--- config.mk ---
export PLATFORM = sky130hd
export DESIGN_NAME = preemptive_priority_scheduler
export DESIGN_NICKNAME = d
export VERILOG_FILES = /design/src/hw/rtl/pps_pkg.sv /design/src/hw/rtl/pps_ctrl.sv /design/src/hw/rtl/pps_datapath.sv /design/src/hw/rtl/preemptive_priority_scheduler.sv
export SDC_FILE = /design/constraint.sdc
export NUM_CORES = 1
export LEC_CHECK = 0
export BUFFER_PORTS_ARGS = -buffer_cell sky130_fd_sc_hd__buf_2
export CAP_MARGIN = 20
export CORE_MARGIN = 3
export CORE_UTILIZATION = 35
export DETAILED_ROUTE_END_ITERATION = 12
export GPL_TIMING_DRIVEN = 0
export PLACE_DENSITY = 0.59
export SETUP_SLACK_MARGIN = 0.05
export SLEW_MARGIN = 15
export SYNTH_ARGS = -nofsm -noshare
export SYNTH_HDL_FRONTEND = slang
export SYNTH_SLANG_ARGS = --single-unit
--- constraint.sdc ---
create_clock -name clock -period 5.7 [get_ports clock]
set_clock_uncertainty 0.1 [all_clocks]
set_input_delay 0 -clock clock [delete_from_list [all_inputs] [get_ports clock]]
set_output_delay 0 -clock clock [all_outputs]
set_load 0.02 [all_outputs]
--- src/hw/rtl/pps_pkg.sv ---
// Shared types and constants for the preemptive priority scheduler.
`timescale 1ns / 1ps

package pps_pkg;

   localparam int IdWidth       = 8;
   localparam int BurstWidth    = 16;
   localparam int PriorityWidth = 8;

   localparam logic FuncArrival = 1'b0;
   localparam logic FuncTick    = 1'b1;

   // One request transaction: an arrival or a tick
   typedef struct packed {
      logic                     func;
      logic [IdWidth-1:0]       job_id;
      logic [BurstWidth-1:0]    burst;
      logic [PriorityWidth-1:0] priority_req;
   } req_type;

   // One response transaction, produced by each tick
   typedef struct packed {
      logic [IdWidth-1:0] running_id;
      logic               pending;
      logic               overflow;
   } rsp_type;

   // A job as held in the queue and in the running slot
   typedef struct packed {
      logic [IdWidth-1:0]       id;
      logic [BurstWidth-1:0]    remaining;
      logic [PriorityWidth-1:0] pr;
   } job_type;

   // Commands from the controller to the datapath
   typedef struct packed {
      logic arrive;
      logic countdown;
      logic dispatch;
      logic preempt;
      logic requeue;
   } cmd_type;

   // Status from the datapath to the controller
   typedef struct packed {
      logic nonempty;
      logic run_valid;
      logic head_higher;
   } status_type;

endpackage

--- src/hw/rtl/pps_ctrl.sv ---
// Controller state machine that sequences arrivals and ticks.
`timescale 1ns / 1ps

module pps_ctrl (
   input  logic                   clock,
   input  logic                   reset,
   input  logic                   start,
   input  logic                   func,
   input  pps_pkg::status_type    status,
   output pps_pkg::cmd_type       cmd,
   output logic                   busy,
   output logic                   rsp_strobe
);
   import pps_pkg::*;

   localparam logic [1:0] S_IDLE    = 2'd0;
   localparam logic [1:0] S_DECIDE  = 2'd1;
   localparam logic [1:0] S_REQUEUE = 2'd2;
   localparam logic [1:0] S_RESP    = 2'd3;

   logic [1:0] state_ff;
   logic [1:0] state_in;

   // Decode state and status into commands and the next state
   always_comb begin
      cmd      = '0;
      state_in = state_ff;
      unique case (state_ff)
         S_IDLE: begin
            if (start) begin
               if (func == FuncTick) begin
                  cmd.countdown = 1'b1;
                  state_in      = S_DECIDE;
               end else begin
                  cmd.arrive = 1'b1;
               end
            end
         end
         S_DECIDE: begin
            state_in = S_RESP;
            if (status.nonempty && !status.run_valid) begin
               cmd.dispatch = 1'b1;
            end else if (status.nonempty && status.head_higher) begin
               cmd.preempt = 1'b1;
               state_in    = S_REQUEUE;
            end
         end
         S_REQUEUE: begin
            cmd.requeue = 1'b1;
            state_in    = S_RESP;
         end
         S_RESP: begin
            state_in = S_IDLE;
         end
         default: begin
            state_in = S_IDLE;
         end
      endcase
   end

   // Advance the state
   always_ff @(posedge clock) begin
      if (reset) begin
         state_ff <= S_IDLE;
      end else begin
         state_ff <= state_in;
      end
   end

   assign busy       = (state_ff != S_IDLE);
   assign rsp_strobe = (state_ff == S_RESP);

endmodule

--- src/hw/rtl/pps_datapath.sv ---
// Datapath: sorted cell chain of waiting jobs, running slot and flags.
`timescale 1ns / 1ps

module pps_datapath #(
   parameter int QUEUE_DEPTH = 16
) (
   input  logic                   clock,
   input  logic                   reset,
   input  pps_pkg::req_type       req_data,
   input  pps_pkg::cmd_type       cmd,
   output pps_pkg::status_type    status,
   output pps_pkg::rsp_type       rsp_data
);
   import pps_pkg::*;

   job_type                cell_ff  [QUEUE_DEPTH];
   job_type                cell_in  [QUEUE_DEPTH];
   logic [QUEUE_DEPTH-1:0] valid_ff;
   logic [QUEUE_DEPTH-1:0] valid_in;
   logic [QUEUE_DEPTH-1:0] go;

   job_type run_ff;
   job_type run_in;
   logic    run_valid_ff;
   logic    run_valid_in;
   job_type spare_ff;
   logic    overflow_ff;
   logic    overflow_in;

   job_type ins_job;
   logic    full;
   logic    arrival_live;
   logic    ins_en;
   logic    pop_en;

   // Pick what to insert: the arriving job or the preempted one
   always_comb begin
      if (cmd.requeue) begin
         ins_job = spare_ff;
      end else begin
         ins_job.id        = req_data.job_id;
         ins_job.remaining = req_data.burst;
         ins_job.pr        = req_data.priority_req;
      end
   end

   assign full         = valid_ff[QUEUE_DEPTH-1];
   assign arrival_live = cmd.arrive && (req_data.burst != '0);
   assign ins_en       = cmd.requeue || (arrival_live && !full);
   assign pop_en       = cmd.dispatch || cmd.preempt;

   // Mark cells at or behind the insertion point (monotone along the chain)
   always_comb begin
      for (int i = 0; i < QUEUE_DEPTH; i++) begin
         go[i] = !valid_ff[i] || (cell_ff[i].pr < ins_job.pr);
      end
   end

   // Shift the chain: pop towards the head or open a slot for an insert
   always_comb begin
      for (int i = 0; i < QUEUE_DEPTH; i++) begin
         cell_in[i]  = cell_ff[i];
         valid_in[i] = valid_ff[i];
      end
      if (pop_en) begin
         for (int i = 0; i < QUEUE_DEPTH - 1; i++) begin
            cell_in[i]  = cell_ff[i+1];
            valid_in[i] = valid_ff[i+1];
         end
         valid_in[QUEUE_DEPTH-1] = 1'b0;
      end else if (ins_en) begin
         if (go[0]) begin
            cell_in[0]  = ins_job;
            valid_in[0] = 1'b1;
         end
         for (int i = 1; i < QUEUE_DEPTH; i++) begin
            if (go[i-1]) begin
               cell_in[i]  = cell_ff[i-1];
               valid_in[i] = valid_ff[i-1];
            end else if (go[i]) begin
               cell_in[i]  = ins_job;
               valid_in[i] = 1'b1;
            end
         end
      end
   end

   // Count down, retire or replace the running job
   always_comb begin
      run_in       = run_ff;
      run_valid_in = run_valid_ff;
      if (cmd.countdown && run_valid_ff) begin
         run_in.remaining = run_ff.remaining - 1'b1;
         if (run_ff.remaining == BurstWidth'(1)) begin
            run_valid_in = 1'b0;
            run_in       = '0;
         end
      end
      if (pop_en) begin
         run_in       = cell_ff[0];
         run_valid_in = 1'b1;
      end
   end

   // Latch the sticky overflow on a dropped arrival
   assign overflow_in = overflow_ff || (arrival_live && full);

   always_ff @(posedge clock) begin
      if (reset) begin
         valid_ff     <= '0;
         run_valid_ff <= 1'b0;
         overflow_ff  <= 1'b0;
      end else begin
         valid_ff     <= valid_in;
         run_valid_ff <= run_valid_in;
         overflow_ff  <= overflow_in;
      end
   end

   // Hold payload without reset
   always_ff @(posedge clock) begin
      for (int i = 0; i < QUEUE_DEPTH; i++) begin
         cell_ff[i] <= cell_in[i];
      end
      run_ff <= run_in;
      if (cmd.preempt) begin
         spare_ff <= run_ff;
      end
   end

   assign status.nonempty    = valid_ff[0];
   assign status.run_valid   = run_valid_ff;
   assign status.head_higher = valid_ff[0] && (cell_ff[0].pr > run_ff.pr);

   assign rsp_data.running_id = run_valid_ff ? run_ff.id : '0;
   assign rsp_data.pending    = valid_ff[0];
   assign rsp_data.overflow   = overflow_ff;

endmodule

--- src/hw/rtl/preemptive_priority_scheduler.sv ---
// Top level of the preemptive priority scheduler.
//
// Request channel: a transaction is taken at a rising edge with start high
// and busy low. req_data.func selects an arrival (queue a job) or a tick.
// busy stays low during an arrival, so arrivals may follow back to back.
// A burst of zero is ignored; an arrival to a full queue is dropped and
// sets the sticky overflow flag.
// A tick counts down the running job at the edge that takes it; busy then
// stays high while the controller steps through its states: the decide
// state dispatches the head to an idle slot or pops it to preempt a
// lower-priority running job, a preemption adds a requeue state to
// reinsert the preempted job into the sorted cell chain, and the response
// state presents the response. A new transaction is taken only once busy
// has fallen again after the response.
// Response channel: rsp_strobe is high for exactly one cycle per tick with
// rsp_data valid in that cycle; the receiver cannot stall it. Arrivals give
// no response.
// Reset (synchronous, active high) empties the queue, idles the running
// slot and clears the overflow flag.
`timescale 1ns / 1ps

module preemptive_priority_scheduler #(
   parameter int QUEUE_DEPTH = 16
) (
   input  logic              clock,
   input  logic              reset,
   input  logic              start,
   output logic              busy,
   input  pps_pkg::req_type  req_data,
   output logic              rsp_strobe,
   output pps_pkg::rsp_type  rsp_data
);
   import pps_pkg::*;

   cmd_type    cmd;
   status_type status;

   pps_ctrl u_ctrl (
      .clock      (clock),
      .reset      (reset),
      .start      (start),
      .func       (req_data.func),
      .status     (status),
      .cmd        (cmd),
      .busy       (busy),
      .rsp_strobe (rsp_strobe)
   );

   pps_datapath #(
      .QUEUE_DEPTH (QUEUE_DEPTH)
   ) u_datapath (
      .clock    (clock),
      .reset    (reset),
      .req_data (req_data),
      .cmd      (cmd),
      .status   (status),
      .rsp_data (rsp_data)
   );

endmodule

Word level (Yosys, flattened, before mapping). Memories as Yosys holds them, arrays and structs flattened. Index checks and enable logic that the tools add are counted.

Register bits: 84. Bits in latches: 0. Memory bits (writable): 512. ROM bits: 0. Input bits: 36. Memories: 1.

$add $sub $neg: 1. Multipliers: 0. Div/mod/pow operators: 0. $lt $le $gt $ge: 17. Equality and inequality tests: 6. Shift operators: 0. Multiplexer cells: 89. Bitwise operators: 0. Reductions and logical operators: 84.

Memories: u_datapath.cell_ff (words 16, width 32, rd ports 16, clocked after memory_dff 0, write ports 16, RTL line pps_datapath.sv:16) `job_type cell_ff [QUEUE_DEPTH];`.

Operators with widths (count): $mux 32 (36); $mux 512 (1); $mux 480 (1); $lt 8x8->1 (16); $mux 1 (42); $reduce_bool 3->1 (14); $reduce_and 2->1 (18); $mux 15 (2); $logic_or 1x1->1 (19); $logic_not 1->1 (17); $eq 16x1->1 const B (1); $reduce_bool 16->1 (1); $sub 16x1->16 const B (1); $reduce_bool 2->1 (6); $mux 2 (5); $gt 8x8->1 (1); $mux 8 (1); $pmux 2 s4 (1); $logic_and 1x1->1 (7); $eq 2x2->1 const B (2); $ne 2x2->1 const B (2); $eq 2x1->1 const B (1); $logic_not 2->1 (1); $reduce_or 2->1 (1).

Logic depth before layout (Yosys ltp). An unclocked memory read counts as a cell.

Word-level depth: 10. Mapped depth: 15. Depth with buffers taken out: 11.

Hierarchy. From an unflattened synthesis, not the netlist that was laid out.

Cell total of the unflattened synthesis: 3177. Area, all modules: 33873.7 um^2.

By module, submodules not included: pps_datapath (instances 1, cells each 3153, area an instance 33671.0 um^2, sequential area each 17656.9 um^2); pps_ctrl (instances 1, cells each 24, area an instance 202.7 um^2, sequential area each 40.0 um^2).

Worst setup path before layout. No wires, ideal clock.

Path type: reg2reg. Start point: reg u_ctrl.state_ff[0] (netlist name). End point: mem u_datapath.cell_ff[0][100] (netlist bit) (enable). Library setup time: 466 ps. Arrival: 5464 ps. Required time: 5134 ps. Slack: -330 ps. Stages on the path, launching flop included: 16. Cells stage by stage: dfxtp_1 > inv_1 > ha_1 > buf_6 > clkbuf_1 > mux2_2 > inv_1 > ha_1 > and2_1 > a221oi_1 > o21ai_0 > o21ai_0 > buf_2 > buf_4 > nor2_1 > o21ai_0.

RTL lines (RTL line): end, declared (pps_datapath.sv:16).

==> impl_metrics.csv <==
group,metric,value,unit
logic_synthesis,netlist_top_cells_count,"edfxtp_1 (576), nand2_1 (505), mux2i_1 (456)",
hold_path,hp-class,"primary input to register",
logic_synthesis,yosys_register_bits,596,
cts,post_cts_resized,0,
worst_setup_path,critPathCaptureType,"register",
floorplan,die_h,311,µm
timing,max_slew.worst_pin.slew,1.20,ns
timing,setup_violations,0,
power,p_leak,0.0150,µW
timing,setup_ws,0.387,ns
power,ir_worst_vdd,0.297,mV
floorplan,rows,111,
finish,stdcell_area,37400,µm²
cts,clock-sinks,596,
logic_synthesis,synth_flop_cell,"edfxtp_1",
worst_setup_path,regToRegSetupSlack,0.39,ns
cts,cts-buffers-inserted,68,
route,remaining_drc_errors,0,
worst_setup_path,cp_data_required_time,5.90,ns
hold_path,hold_start,"req_data[21]",
logic_synthesis,synth-seq-area-share,54.3,%
logic_synthesis,synth_edf_count,576,
logic_synthesis,syn_area,32600,µm²
cts,htree_levels,3,
cts,clkTransAtPathRegs,0.06,ns
floorplan,initial_core_util,35.4,%
timing,rsz0062_at_grt,"false",
status,outcome,"completed",
grt,grt_start_max_net_pins,25,
grt,grt_remaining_overflow,0,
timing,tns,0,ns
logic_synthesis,synthTopCellsByArea,"edfxtp_1 (53%), mux2i_1 (14%), o21ai_0 (6.2%), nand2_1 (5.8%), ha_1 (4.9%)",
finish,nets,3158,
finish,layout-drive-gt1-share,13.2,%
hold_path,hold-path-cell-count,4,
floorplan,fp.dieArea,96800,µm²
place,place_area,35000,µm²
timing,final.period_utilization,93.2,%
logic_synthesis,syn-mean-instance-area,11.5,µm²
cts,cts.path.max_buffers,3,
logic_synthesis,async_flop_share,0,%
hold_path,holdPathEnd,"u_datapath.cell_ff[1][181]$_DFFE_PP_",
logic_synthesis,yosysMostFrequentCell,"edfxtp_1",
place,dp_slack,0.352,ns
grt,antenna_found_initial,3,
timing,drv_slew,0,
logic_synthesis,synth_cell_types,61,
route,drt-vias-per-instance,5.21,
grt,grt_use_total,19.0,%
finish,syn2layout_area_growth,14.8,%
cts,tritoncts,"yes",
place,routabilityCongestion,0.864,
worst_setup_path,crit_fanout,22,
logic_synthesis,synthCells,2837,
place,io_buffers,46,
floorplan,fp.dieW,311,µm
worst_setup_path,reg2reg_depth,16,
route,first_pass_iters,6,
route,drt_wl_total,94600,µm
worst_setup_path,startpoint_type,"register",
place,dp_hpwl,74000,µm
grt,grt_first_pass_wirelength,141000,µm
flow_run,maxCapViolations,0,
cts,root_buffer,"clkbuf_16",
route,drtIter0Drc,1734,
power,pwr_density_cell,532,nW/µm²
timing,slew_headroom,20.3,%
route,wl_per_cell,22.0,µm
logic_synthesis,synth_top_area_share,53.1,%
logic_synthesis,synth_warnings,0,
timing,layout_min_cycle_time,5.31,ns
grt,first_global_vias,22450,
worst_setup_path,r2r-start,"u_ctrl.state_ff[0]$_SDFFE_PP0P_",
route,num_vias,22354,
timing,hold_viol_final,0,
cts,clk-insertion-delay-late,0.61,ns
logic_synthesis,synth_top_area_cell,"edfxtp_1",
power,p_total,19900,µW
worst_setup_path,r2r_end,"u_datapath.cell_ff[1][151]$_DFFE_PP_",
worst_setup_path,critPathKind,"register to register",
worst_setup_path,crit_arrival,5.51,ns
floorplan,io-pin-count,48,
route,ant_nets,0,
timing,fmax,188,MHz
floorplan,core,91900,µm²
logic_synthesis,synthesis.nets,3000,
[repair_timing]
| item | 4_1_cts | 5_1_grt |
|---|---|---|
| hold buffers | 21 | 0 |
| setup buffers | 0 | 0 |
| endpoints found under the hold margin | 80 | 0 |
| setup endpoints to repair | 0 | 0 |
[final cells by class]
cell class | instances | area, µm²
Multi-Input combinational cell | 1989 | 13600
Antenna cell | 1 | 2.50
Timing Repair Buffer | 88 | 958
Tap cell | 1243 | 1560
Buffer | 225 | 1360
Fill cell | 8997 | 54500
Clock inverter | 29 | 234
Clock buffer | 95 | 1910
Inverter | 27 | 101
Sequential cell | 596 | 17700
[power breakdown]
part	switching, µW	leakage, µW	internal [µW]
Sequential	1230	0.00570	7560
Combinational	4280	0.00831	2560
Clock	1850	0.00104	2450
[sequential cells by signal, indices dropped and copies added, names as in the netlist]
register	flops
u_datapath.spare_ff	32
u_datapath.valid_ff	16
u_datapath.overflow_ff	1
u_datapath.cell_ff	512
u_datapath.run_valid_ff	1
u_datapath.run_ff	32
u_ctrl.state_ff	2
[routing by layer]
layer / up-vias / track usage [%] / part of all wire (%)
met2: 600 / 31.6 / 47
met3: 132 / 1.79 / 4.4
met4: 2 / 5.63 / 2.5
met5: - / 0 / 0.014
met1: 10836 / 26.3 / 46
li1: 10784 / - / -
[logic make-up after synthesis]
group | count (synthesis) | synth area share, %
xor gates and xnor gates | 13 | 0.350
buffers and inverters | 252 | 4.48
adders and majority gates | 127 | 4.88
DFF | 596 | 54.3
muxes | 512 | 16.0
and+or+nand+nor | 670 | 8.53
AOI/OAI and AO/OA | 667 | 11.5
[placed cells by master, fill, tap and decap left out, types with 55 or more instances in the layout]
master     netlist  final
clkbuf_1        79     97
clkbuf_16        0     71
nor2_1          66     66
mux2i_1        456    455
o21ai_1        105    105
nand2_1        505    503
o21ai_0        403    389
buf_2           74    120
mux2_2          55     55
ha_1           127    127
edfxtp_1       576    576
[worst max-delay path by stage]
stage                                    startpoint                                   end  slack [ns]  cells after the start
detailed placement  u_ctrl.state_ff[0]$_SDFFE_PP0P_  u_datapath.cell_ff[0][210]$_DFFE_PP_        0.35                     16
global placement    u_ctrl.state_ff[0]$_SDFFE_PP0P_  u_datapath.cell_ff[1][243]$_DFFE_PP_       -1.63                     14
finish              u_ctrl.state_ff[0]$_SDFFE_PP0P_  u_datapath.cell_ff[1][151]$_DFFE_PP_        0.39                     16
CTS                 u_ctrl.state_ff[0]$_SDFFE_PP0P_  u_datapath.cell_ff[1][206]$_DFFE_PP_        0.36                     16
floorplan           u_ctrl.state_ff[0]$_SDFFE_PP0P_  u_datapath.cell_ff[1][224]$_DFFE_PP_        0.46                     14
global route        u_ctrl.state_ff[0]$_SDFFE_PP0P_  u_datapath.cell_ff[0][206]$_DFFE_PP_        0.13                     16
[per-stage QoR]
stage	hold WS, ns	utilization (%)	cells
final	0.0364	40.7	4293
after global routing	0.0492	40.7	4292
after CTS	0.00112	40.6	4291
after detailed placement	0.334	38.1	4146
after global placement	0.323	37.4	4126
after floorplan	0.156	-	2837
[critical path, cell delays in order, from the launching register on]
cell and delay [ns]:
dfxtp_1 0.35, inv_1 0.14, ha_1 0.18, buf_6 0.19, clkbuf_1 0.38, mux2_2 0.49, inv_1 0.83, ha_1 0.41
a21oi_1 0.13, nor2_1 0.06, a2111oi_0 0.42, a21bo_2 0.20, buf_4 0.20, buf_6 0.19, nor2_1 0.08, o21ai_4 0.40
buf_16 0.23
(Power assumes the default switching activity.)
